--- src/btok_pkg.sv ---
// Package for the byte stream tokenizer.
// Holds the token kinds, lexer mode codes, character codes and shared types.
// No dependencies.
package btok_pkg;

    // Token kinds carried on every result
    localparam logic [3:0] K_EQUALS  = 4'd0;
    localparam logic [3:0] K_SEMI    = 4'd1;
    localparam logic [3:0] K_OPEN    = 4'd2;
    localparam logic [3:0] K_CLOSE   = 4'd3;
    localparam logic [3:0] K_LINEEND = 4'd4;
    localparam logic [3:0] K_MINUS   = 4'd5;
    localparam logic [3:0] K_DOT     = 4'd6;
    localparam logic [3:0] K_SPACE   = 4'd7;
    localparam logic [3:0] K_STRING  = 4'd8;
    localparam logic [3:0] K_NUMBER  = 4'd9;
    localparam logic [3:0] K_IDENT   = 4'd10;
    localparam logic [3:0] K_OTHER   = 4'd11;
    localparam logic [3:0] K_EOF     = 4'd12;

    // Lexer modes (which token is open)
    localparam logic [2:0] MODE_IDLE   = 3'd0;
    localparam logic [2:0] MODE_SPACE  = 3'd1;
    localparam logic [2:0] MODE_STRING = 3'd2;
    localparam logic [2:0] MODE_NUMBER = 3'd3;
    localparam logic [2:0] MODE_IDENT  = 3'd4;

    // Character codes
    localparam logic [7:0] CH_EQUALS = 8'h3D;
    localparam logic [7:0] CH_SEMI   = 8'h3B;
    localparam logic [7:0] CH_OPEN   = 8'h5B;
    localparam logic [7:0] CH_CLOSE  = 8'h5D;
    localparam logic [7:0] CH_NL     = 8'h0A;
    localparam logic [7:0] CH_MINUS  = 8'h2D;
    localparam logic [7:0] CH_DOT    = 8'h2E;
    localparam logic [7:0] CH_DQUOTE = 8'h22;
    localparam logic [7:0] CH_SQUOTE = 8'h27;
    localparam logic [7:0] CH_BSLASH = 8'h5C;
    localparam logic [7:0] CH_UNDER  = 8'h5F;

    // Result slots per request; one input request causes at most 3 results
    localparam int MAX_RES = 4;

    // Lexer state kept between requests
    typedef struct packed {
        logic [2:0] mode;
        logic [7:0] held_byte;
        logic       held_valid;
        logic       quote_single;
        logic       escape_pending;
    } t_state;

    // One result item
    typedef struct packed {
        logic       event_res;
        logic [3:0] token_kind;
        logic [7:0] text_byte;
        logic       last;
    } t_result;

    function automatic logic is_digit(input logic [7:0] b);
        return (b >= 8'h30) && (b <= 8'h39);
    endfunction

    function automatic logic is_alpha(input logic [7:0] b);
        return ((b >= 8'h61) && (b <= 8'h7A)) || ((b >= 8'h41) && (b <= 8'h5A));
    endfunction

    // space, tab, vertical tab, form feed, carriage return
    function automatic logic is_blank(input logic [7:0] b);
        return (b == 8'h20) || (b == 8'h09) || (b == 8'h0B) || (b == 8'h0C) ||
               (b == 8'h0D);
    endfunction

    // Build a result; markers carry a zero text byte
    function automatic t_result mk_res(input logic ev, input logic [3:0] kind,
                                       input logic [7:0] b);
        t_result r;
        r.event_res  = ev;
        r.token_kind = kind;
        r.text_byte  = ev ? 8'h00 : b;
        r.last       = 1'b0;
        return r;
    endfunction

endpackage

--- src/btok_lexer.sv ---
// Combinational lexer step: one byte or end-of-input against the current state.
// Produces the next state and up to btok_pkg::MAX_RES results in order.
// Depends on btok_pkg.
module btok_lexer (
    input  btok_pkg::t_state                           i_state,
    input  logic [7:0]                                 i_byte,
    input  logic                                       i_eoi,
    output btok_pkg::t_state                           o_state,
    output btok_pkg::t_result [btok_pkg::MAX_RES-1:0]  o_res,
    output logic [$clog2(btok_pkg::MAX_RES+1)-1:0]     o_count
);

    localparam int CW = $clog2(btok_pkg::MAX_RES + 1);
    localparam int IW = $clog2(btok_pkg::MAX_RES);

    btok_pkg::t_state                          n_st;
    btok_pkg::t_result [btok_pkg::MAX_RES-1:0] res;
    logic [CW-1:0]                             cnt;
    logic                                      do_start;
    logic [7:0]                                quote;
    logic [3:0]                                held_kind;

    assign quote     = i_state.quote_single ? btok_pkg::CH_SQUOTE : btok_pkg::CH_DQUOTE;
    assign held_kind = (i_state.held_byte == btok_pkg::CH_MINUS) ?
                       btok_pkg::K_MINUS : btok_pkg::K_DOT;

    // Walk the request, appending results in output order
    always_comb begin
        n_st     = i_state;
        res      = '0;
        cnt      = '0;
        do_start = 1'b0;

        if (i_eoi) begin
            // close whatever is open, then end-of-file
            if (i_state.held_valid) begin
                res[cnt[IW-1:0]] = btok_pkg::mk_res(1'b1, held_kind, 8'h00);
                cnt = cnt + 1'b1;
            end else begin
                unique case (i_state.mode)
                    btok_pkg::MODE_SPACE: begin
                        res[cnt[IW-1:0]] = btok_pkg::mk_res(1'b1, btok_pkg::K_SPACE, 8'h00);
                        cnt = cnt + 1'b1;
                    end
                    btok_pkg::MODE_STRING: begin
                        if (i_state.escape_pending) begin
                            res[cnt[IW-1:0]] = btok_pkg::mk_res(1'b0, btok_pkg::K_STRING,
                                                                btok_pkg::CH_BSLASH);
                            cnt = cnt + 1'b1;
                        end
                        res[cnt[IW-1:0]] = btok_pkg::mk_res(1'b1, btok_pkg::K_STRING, 8'h00);
                        cnt = cnt + 1'b1;
                    end
                    btok_pkg::MODE_NUMBER: begin
                        res[cnt[IW-1:0]] = btok_pkg::mk_res(1'b1, btok_pkg::K_NUMBER, 8'h00);
                        cnt = cnt + 1'b1;
                    end
                    btok_pkg::MODE_IDENT: begin
                        res[cnt[IW-1:0]] = btok_pkg::mk_res(1'b1, btok_pkg::K_IDENT, 8'h00);
                        cnt = cnt + 1'b1;
                    end
                    default: ;
                endcase
            end
            res[cnt[IW-1:0]] = btok_pkg::mk_res(1'b1, btok_pkg::K_EOF, 8'h00);
            cnt  = cnt + 1'b1;
            n_st = '0;
        end else if (i_state.held_valid) begin
            // lookahead decides between a number and a lone minus or dot
            n_st.held_valid = 1'b0;
            if (btok_pkg::is_digit(i_byte)) begin
                res[cnt[IW-1:0]] = btok_pkg::mk_res(1'b0, btok_pkg::K_NUMBER,
                                                    i_state.held_byte);
                cnt = cnt + 1'b1;
                res[cnt[IW-1:0]] = btok_pkg::mk_res(1'b0, btok_pkg::K_NUMBER, i_byte);
                cnt = cnt + 1'b1;
                n_st.mode = btok_pkg::MODE_NUMBER;
            end else begin
                res[cnt[IW-1:0]] = btok_pkg::mk_res(1'b1, held_kind, 8'h00);
                cnt = cnt + 1'b1;
                do_start = 1'b1;
            end
        end else begin
            unique case (i_state.mode)
                btok_pkg::MODE_SPACE: begin
                    if (btok_pkg::is_blank(i_byte)) begin
                        res[cnt[IW-1:0]] = btok_pkg::mk_res(1'b0, btok_pkg::K_SPACE, i_byte);
                        cnt = cnt + 1'b1;
                    end else begin
                        res[cnt[IW-1:0]] = btok_pkg::mk_res(1'b1, btok_pkg::K_SPACE, 8'h00);
                        cnt = cnt + 1'b1;
                        do_start = 1'b1;
                    end
                end
                btok_pkg::MODE_STRING: begin
                    if (i_state.escape_pending && (i_byte == quote)) begin
                        // escaped quote is plain text
                        n_st.escape_pending = 1'b0;
                        res[cnt[IW-1:0]] = btok_pkg::mk_res(1'b0, btok_pkg::K_STRING, i_byte);
                        cnt = cnt + 1'b1;
                    end else begin
                        if (i_state.escape_pending) begin
                            n_st.escape_pending = 1'b0;
                            res[cnt[IW-1:0]] = btok_pkg::mk_res(1'b0, btok_pkg::K_STRING,
                                                                btok_pkg::CH_BSLASH);
                            cnt = cnt + 1'b1;
                        end
                        if (i_byte == quote) begin
                            res[cnt[IW-1:0]] = btok_pkg::mk_res(1'b1, btok_pkg::K_STRING,
                                                                8'h00);
                            cnt = cnt + 1'b1;
                            n_st.mode = btok_pkg::MODE_IDLE;
                        end else if (i_byte == btok_pkg::CH_BSLASH) begin
                            n_st.escape_pending = 1'b1;
                        end else begin
                            res[cnt[IW-1:0]] = btok_pkg::mk_res(1'b0, btok_pkg::K_STRING,
                                                                i_byte);
                            cnt = cnt + 1'b1;
                        end
                    end
                end
                btok_pkg::MODE_NUMBER: begin
                    if (btok_pkg::is_alpha(i_byte) || btok_pkg::is_digit(i_byte) ||
                        (i_byte == btok_pkg::CH_DOT)) begin
                        res[cnt[IW-1:0]] = btok_pkg::mk_res(1'b0, btok_pkg::K_NUMBER, i_byte);
                        cnt = cnt + 1'b1;
                    end else begin
                        res[cnt[IW-1:0]] = btok_pkg::mk_res(1'b1, btok_pkg::K_NUMBER, 8'h00);
                        cnt = cnt + 1'b1;
                        do_start = 1'b1;
                    end
                end
                btok_pkg::MODE_IDENT: begin
                    if (btok_pkg::is_alpha(i_byte) || btok_pkg::is_digit(i_byte) ||
                        (i_byte == btok_pkg::CH_UNDER)) begin
                        res[cnt[IW-1:0]] = btok_pkg::mk_res(1'b0, btok_pkg::K_IDENT, i_byte);
                        cnt = cnt + 1'b1;
                    end else begin
                        res[cnt[IW-1:0]] = btok_pkg::mk_res(1'b1, btok_pkg::K_IDENT, 8'h00);
                        cnt = cnt + 1'b1;
                        do_start = 1'b1;
                    end
                end
                default: do_start = 1'b1;
            endcase
        end

        // open a new token with the current byte
        if (do_start) begin
            n_st.mode = btok_pkg::MODE_IDLE;
            priority if (i_byte == btok_pkg::CH_EQUALS) begin
                res[cnt[IW-1:0]] = btok_pkg::mk_res(1'b1, btok_pkg::K_EQUALS, 8'h00);
                cnt = cnt + 1'b1;
            end else if (i_byte == btok_pkg::CH_SEMI) begin
                res[cnt[IW-1:0]] = btok_pkg::mk_res(1'b1, btok_pkg::K_SEMI, 8'h00);
                cnt = cnt + 1'b1;
            end else if (i_byte == btok_pkg::CH_OPEN) begin
                res[cnt[IW-1:0]] = btok_pkg::mk_res(1'b1, btok_pkg::K_OPEN, 8'h00);
                cnt = cnt + 1'b1;
            end else if (i_byte == btok_pkg::CH_CLOSE) begin
                res[cnt[IW-1:0]] = btok_pkg::mk_res(1'b1, btok_pkg::K_CLOSE, 8'h00);
                cnt = cnt + 1'b1;
            end else if (i_byte == btok_pkg::CH_NL) begin
                res[cnt[IW-1:0]] = btok_pkg::mk_res(1'b1, btok_pkg::K_LINEEND, 8'h00);
                cnt = cnt + 1'b1;
            end else if ((i_byte == btok_pkg::CH_MINUS) || (i_byte == btok_pkg::CH_DOT)) begin
                n_st.held_byte  = i_byte;
                n_st.held_valid = 1'b1;
            end else if (btok_pkg::is_blank(i_byte)) begin
                res[cnt[IW-1:0]] = btok_pkg::mk_res(1'b0, btok_pkg::K_SPACE, i_byte);
                cnt = cnt + 1'b1;
                n_st.mode = btok_pkg::MODE_SPACE;
            end else if ((i_byte == btok_pkg::CH_DQUOTE) || (i_byte == btok_pkg::CH_SQUOTE)) begin
                n_st.mode           = btok_pkg::MODE_STRING;
                n_st.quote_single   = (i_byte == btok_pkg::CH_SQUOTE);
                n_st.escape_pending = 1'b0;
            end else if (btok_pkg::is_digit(i_byte)) begin
                res[cnt[IW-1:0]] = btok_pkg::mk_res(1'b0, btok_pkg::K_NUMBER, i_byte);
                cnt = cnt + 1'b1;
                n_st.mode = btok_pkg::MODE_NUMBER;
            end else if (btok_pkg::is_alpha(i_byte) || (i_byte == btok_pkg::CH_UNDER)) begin
                res[cnt[IW-1:0]] = btok_pkg::mk_res(1'b0, btok_pkg::K_IDENT, i_byte);
                cnt = cnt + 1'b1;
                n_st.mode = btok_pkg::MODE_IDENT;
            end else begin
                res[cnt[IW-1:0]] = btok_pkg::mk_res(1'b0, btok_pkg::K_OTHER, i_byte);
                cnt = cnt + 1'b1;
                res[cnt[IW-1:0]] = btok_pkg::mk_res(1'b1, btok_pkg::K_OTHER, 8'h00);
                cnt = cnt + 1'b1;
            end
        end

        // flag the final result of this request
        for (int i = 0; i < btok_pkg::MAX_RES; i++) begin
            res[i].last = (cnt != '0) && (CW'(i) == (cnt - 1'b1));
        end
    end

    assign o_state = n_st;
    assign o_res   = res;
    assign o_count = cnt;

endmodule

--- src/byte_stream_tokenizer_top.sv ---
// Byte stream tokenizer, top level.
// Input register, lexer step and a small result buffer, drained one result per ready cycle.
// Depends on btok_pkg and btok_lexer.
//
//  channel   | direction | tdata              | tuser                       | tlast
//  ----------+-----------+--------------------+-----------------------------+--------------
//  s_axis    | in        | [7:0] byte_value   | [0] end_of_input            | -
//  m_axis    | out       | [7:0] text_byte    | [0] event_res, [4:1] kind   | last_of_input
//
// One request is registered, then lexed combinationally into the result buffer.
// Each request leaves 0 to 3 results; the buffer sends one per cycle while the output is
// ready, so the input then takes a request every cycle while requests give at most one
// result, and otherwise waits until the buffer drains to its last result.
// Results pass through the input register and the result buffer before they appear.
// Synchronous active-low reset clears the lexer state, input valid and buffer count.
// A stalled output holds its result; the input stalls while a registered request
// waits for the buffer to drain down to its last result.
module byte_stream_tokenizer_top (
    input  logic       i_clk,
    input  logic       i_rst_n,
    input  logic       s_axis_tvalid,
    output logic       s_axis_tready,
    input  logic [7:0] s_axis_tdata,    // [7:0] byte_value
    input  logic       s_axis_tuser,    // [0] end_of_input
    output logic       m_axis_tvalid,
    input  logic       m_axis_tready,
    output logic [7:0] m_axis_tdata,    // [7:0] text_byte
    output logic [4:0] m_axis_tuser,    // [0] event_res, [4:1] token_kind
    output logic       m_axis_tlast     // last_of_input
);

    localparam int CW = $clog2(btok_pkg::MAX_RES + 1);

    btok_pkg::t_state                          r_state, n_state;
    logic                                      r_in_valid;
    logic [7:0]                                r_in_byte;
    logic                                      r_in_eoi;
    btok_pkg::t_result [btok_pkg::MAX_RES-1:0] r_res, w_res;
    logic [CW-1:0]                             r_cnt, w_count;
    logic                                      w_drain;
    logic                                      w_advance;
    logic                                      w_buf_free;

    // Handshake control
    assign w_drain       = m_axis_tvalid && m_axis_tready;
    assign w_buf_free    = (r_cnt == '0) || ((r_cnt == CW'(1)) && w_drain);
    assign w_advance     = r_in_valid && w_buf_free;
    assign s_axis_tready = !r_in_valid || w_advance;

    // Input register
    always_ff @(posedge i_clk) begin
        if (!i_rst_n) begin
            r_in_valid <= 1'b0;
        end else if (s_axis_tready) begin
            r_in_valid <= s_axis_tvalid;
        end
        if (s_axis_tready && s_axis_tvalid) begin
            r_in_byte <= s_axis_tdata;
            r_in_eoi  <= s_axis_tuser;
        end
    end

    btok_lexer u_lexer (
        .i_state (r_state),
        .i_byte  (r_in_byte),
        .i_eoi   (r_in_eoi),
        .o_state (n_state),
        .o_res   (w_res),
        .o_count (w_count)
    );

    // Lexer state
    always_ff @(posedge i_clk) begin
        if (!i_rst_n) begin
            r_state <= '0;
        end else if (w_advance) begin
            r_state <= n_state;
        end
    end

    // Result buffer: load a request's results, shift down on each delivery
    always_ff @(posedge i_clk) begin
        if (!i_rst_n) begin
            r_cnt <= '0;
        end else if (w_advance) begin
            r_cnt <= w_count;
        end else if (w_drain) begin
            r_cnt <= r_cnt - 1'b1;
        end
        if (w_advance) begin
            r_res <= w_res;
        end else if (w_drain) begin
            for (int i = 0; i < btok_pkg::MAX_RES - 1; i++) begin
                r_res[i] <= r_res[i+1];
            end
        end
    end

    assign m_axis_tvalid = (r_cnt != '0);
    assign m_axis_tdata  = r_res[0].text_byte;
    assign m_axis_tuser  = {r_res[0].token_kind, r_res[0].event_res};
    assign m_axis_tlast  = r_res[0].last;

    // Checks
    a_no_load_over_pending: assert property (@(posedge i_clk) disable iff (!i_rst_n)
        (r_cnt > CW'(1)) |-> !w_advance)
        else $error("lexer advanced while results were still queued");

    a_last_closes_group: assert property (@(posedge i_clk) disable iff (!i_rst_n)
        (r_cnt == CW'(1)) |-> m_axis_tlast)
        else $error("final queued result lacks its last flag");

    a_held_only_idle: assert property (@(posedge i_clk) disable iff (!i_rst_n)
        r_state.held_valid |-> (r_state.mode == btok_pkg::MODE_IDLE))
        else $error("held sign byte while a token is open");

    a_escape_in_string: assert property (@(posedge i_clk) disable iff (!i_rst_n)
        r_state.escape_pending |-> (r_state.mode == btok_pkg::MODE_STRING))
        else $error("escape pending outside a string");

    a_eof_resets: assert property (@(posedge i_clk) disable iff (!i_rst_n)
        (w_advance && r_in_eoi) |=>
            ((r_state.mode == btok_pkg::MODE_IDLE) && !r_state.held_valid &&
             (m_axis_tvalid && (m_axis_tuser[0] == 1'b1) || r_cnt > CW'(1))))
        else $error("end of input did not return the lexer to idle");

endmodule

--- config.mk ---
export PLATFORM = sky130hd
export DESIGN_NAME = byte_stream_tokenizer_top
export DESIGN_NICKNAME = d
export VERILOG_FILES = /design/src/btok_pkg.sv /design/src/btok_lexer.sv /design/src/byte_stream_tokenizer_top.sv
export SDC_FILE = /design/constraint.sdc
export NUM_CORES = 1
export LEC_CHECK = 0
export ABC_AREA = 1
export BUFFER_PORTS_ARGS = -buffer_cell sky130_fd_sc_hd__buf_2
export CORE_AREA = 2 2 108 110
export DETAILED_ROUTE_END_ITERATION = 8
export DIE_AREA = 0 0 110 112
export PLACE_DENSITY = 0.77
export SLEW_MARGIN = 20
export SYNTH_ARGS = -nofsm -noshare
export SYNTH_HDL_FRONTEND = slang
export SYNTH_SLANG_ARGS = --single-unit
export TNS_END_PERCENT = 30
--- constraint.sdc ---
create_clock -name i_clk -period 4.2 [get_ports i_clk]
set_input_delay 0.84 -clock i_clk [delete_from_list [all_inputs] [get_ports i_clk]]
set_output_delay 0.84 -clock i_clk [all_outputs]
set_load 0.05 [all_outputs]
==> results.json <==
{
  "status": "completed",
  "grt_usage_pct": 36.8,
  "ys_warn_count": 0,
  "start_util_pct": 58.5,
  "p_leak_nw": 3.18,
  "post_cts_buffers": 0,
  "io_buffers": 28,
  "wl_met1_um": 9340,
  "synth_cell_types": 50,
  "dp.final_hpwl_um": 16200,
  "placedCellCount": 1072,
  "synthArstFlopShare_pct": 0,
  "syn_area_per_cell_um2": 7.02,
  "dpl_cell_area_mm2": 0.00673,
  "fillers": 1028,
  "final_common_cell": "nand2_1",
  "clk_latency_ps": 350,
  "grt_antenna_before_repair": 0,
  "peakVddDrop_mv": 0.611,
  "final_max_slew_viol_count": 0,
  "place_congestion": 1.02,
  "dr.pass1.iters": 6,
  "antenna-diode-count": 0,
  "syn-num-nets": 961,
  "ios": 29,
  "num_vias": 6559,
  "nets": 970,
  "final_hold_viol_count": 0,
  "cts_buffer_depth": 2,
  "drv_cap": 0,
  "wirelength_um": 21800,
  "synth_seq_area_share_pct": 35.4,
  "end_kind": "flop",
  "synthCells": 931,
  "routed.top_layer": "met4",
  "cts_buffers": 9,
  "die_x_um": 110,
  "final_cell_count_no_fill": 1088,
  "path_clk_slew_ps": 60,
  "synth_area_leader_cell": "edfxtp_1",
  "core_mm2": 0.0112,
  "overflow": 0,
  "synth_edf_count": 65,
  "mostFrequentLayoutCells": "nand2_1 (259), nor2_1 (103), inv_1 (77)",
  "dieArea_mm2": 0.0123,
  "drc": 0,
  "design_area_mm2": 0.00703,
  "grt_max_degree": 56,
  "cp.arrival_ps": 3980,
  "timing.hold.ws_ps": 495,
  "wire_per_inst_um": 20.0,
  "vias_per_cell": 6.03,
  "worstMarginPinSlew_ps": 810,
  "root_buffer": "clkbuf_16",
  "cp.required_ps": 4300,
  "clock_sinks": 83,
  "hold_path.class": "flop to flop",
  "grt_pass1_vias": 5992,
  "max_slew_margin_pct": 46.0,
  "fmax_mhz": 258,
  "grt_setup_unrepaired": "false",
  "fp.dieH_um": 112,
  "tritoncts": "yes",
  "fin_crit_sh_pct": 92.3,
  "synthTopCellsByArea": "edfxtp_1 (30%), nand2_1 (15%), nor2_1 (5.9%), dfxtp_1 (5.5%), nand3_1 (5.1%)",
  "finClkSkew_ps": 8.22,
  "tns_ps": 0,
  "setup-violations-final": 0,
  "wl_met3_um": 2290,
  "ctsHoldBuffers": 0,
  "period_minus_slack_ps": 3880,
  "worstSetupStartpointType": "flop",
  "dr_wl_met2_um": 9490,
  "grt_pass1_wl_um": 33800,
  "ant_nets": 0,
  "h-tree-depth": 3,
  "synth_top_area_share_pct": 29.9,
  "ys.flop_type": "edfxtp_1",
  "power_density_mw_per_mm2": 680,
  "crit_fanout": 7,
  "area_delta_synth_final_pct": 7.62,
  "drt-initial-drc-count": 988,
  "rows": 39,
  "critPathKind": "flop to flop",
  "syn_area_mm2": 0.00654,
  "ys_ff_latch": 83,
  "final_core_util_pct": 62.9,
  "drive_gt1_share_pct": 14.9
}
## worst max-delay path, cell delays in order (launching register included)
cell	delay (ps)
dfxtp_1	430
inv_1	110
nand3_1	250
inv_1	140
nand2_1	80
nand3_1	170
ha_1	320
or2_2	290
nand2_1	220
ha_2	310
inv_1	80
ha_1	310
nor2_1	110
nand3_1	80
nand2_1	80
nand2_1	50
nand2_1	70
nand2_1	50
nand2_1	80
nand2_1	60
nand2_2	140
nor2_4	50
nand3_1	90
nand2_1	60
## synth_stat cells, drive strengths merged (2+ instances only)
| library cell | count |
|---|---|
| o22ai | 5 |
| nand3 | 72 |
| o21ai | 66 |
| nor2 | 118 |
| nand3b | 2 |
| o211ai | 6 |
| a31oi | 6 |
| or2 | 2 |
| ha | 17 |
| nand2 | 271 |
| o31ai | 4 |
| inv | 99 |
| dfxtp | 18 |
| nor3 | 22 |
| clkbuf | 18 |
| nand4 | 26 |
| edfxtp | 65 |
| a21oi | 69 |
| a21boi | 3 |
| buf | 31 |
## metal layers
layer  up-vias  global-route usage, %
met4         0                   13.2
li1       3122                      -
met2       378                   54.4
met3        47                   7.20
met1      3012                   53.0
met5         -                      0
## timing repair
action / CTS / global route
endpoints found under the hold margin: 0 / 0
setup endpoints to repair: 0 / 10
gates resized for setup: 0 / 3
## state kept, by name, summed over array words and instances (netlist names)
signal and cells:
r_state 14, m_axis_tdata 8, r_in_eoi 1, m_axis_tuser 5
r_res 42, r_in_valid 1, r_cnt 3, m_axis_tlast 1
r_in_byte 8
## per-stage QoR
stage / setup slack, ps / power (W)
final: 324 / 0.00478
after global routing: 54.5 / 0.00507
after CTS: 309 / 0.00471
after detailed placement: 302 / 0.00390
after global placement: 443 / 0.00388
after floorplan: 547 / 0.00326
## where the power goes
part,total [W],internal [W],switching (W)
clock,0.000807,0.000464,0.000343
combinational,0.00258,0.000708,0.00187
sequential,0.00139,0.00128,0.000117
## cells by family (layout without fill, tap and decap cells)
kind of cell / after synthesis / in the layout / share of synthesized area, %
AOI/OAI and AO/OA: 167 / 167 / 14.7
and+or+nand+nor: 513 / 513 / 36.3
adders and majority gates: 17 / 17 / 3.25
buffers and inverters: 149 / 163 / 9.93
xor gates and xnor gates: 2 / 2 / 0.383
DFF: 83 / 83 / 35.4
## final cells by class
class	count	area (µm²)	share of cell area (%)
Timing Repair Buffer	47	283	4.02
Clock inverter	5	62.6	0.889
Multi-Input combinational cell	699	3580	51.0
Clock buffer	11	233	3.31
Inverter	100	380	5.41
Tap cell	143	179	2.54
Sequential cell	83	2310	32.9
## path summary, 6_finish.rpt
path | from | end | slack [ps] | cells after the start
setup / recovery | r_state[11] | m_axis_tlast | 320 | 23
hold / removal | r_state[13] | r_state[13] | 490 | 2
setup reg to reg | r_state[11] | m_axis_tlast | 320 | 23
hold reg to reg | r_state[13] | r_state[13] | 490 | 2
No activity file was read; power rests on OpenSTA's default activity.
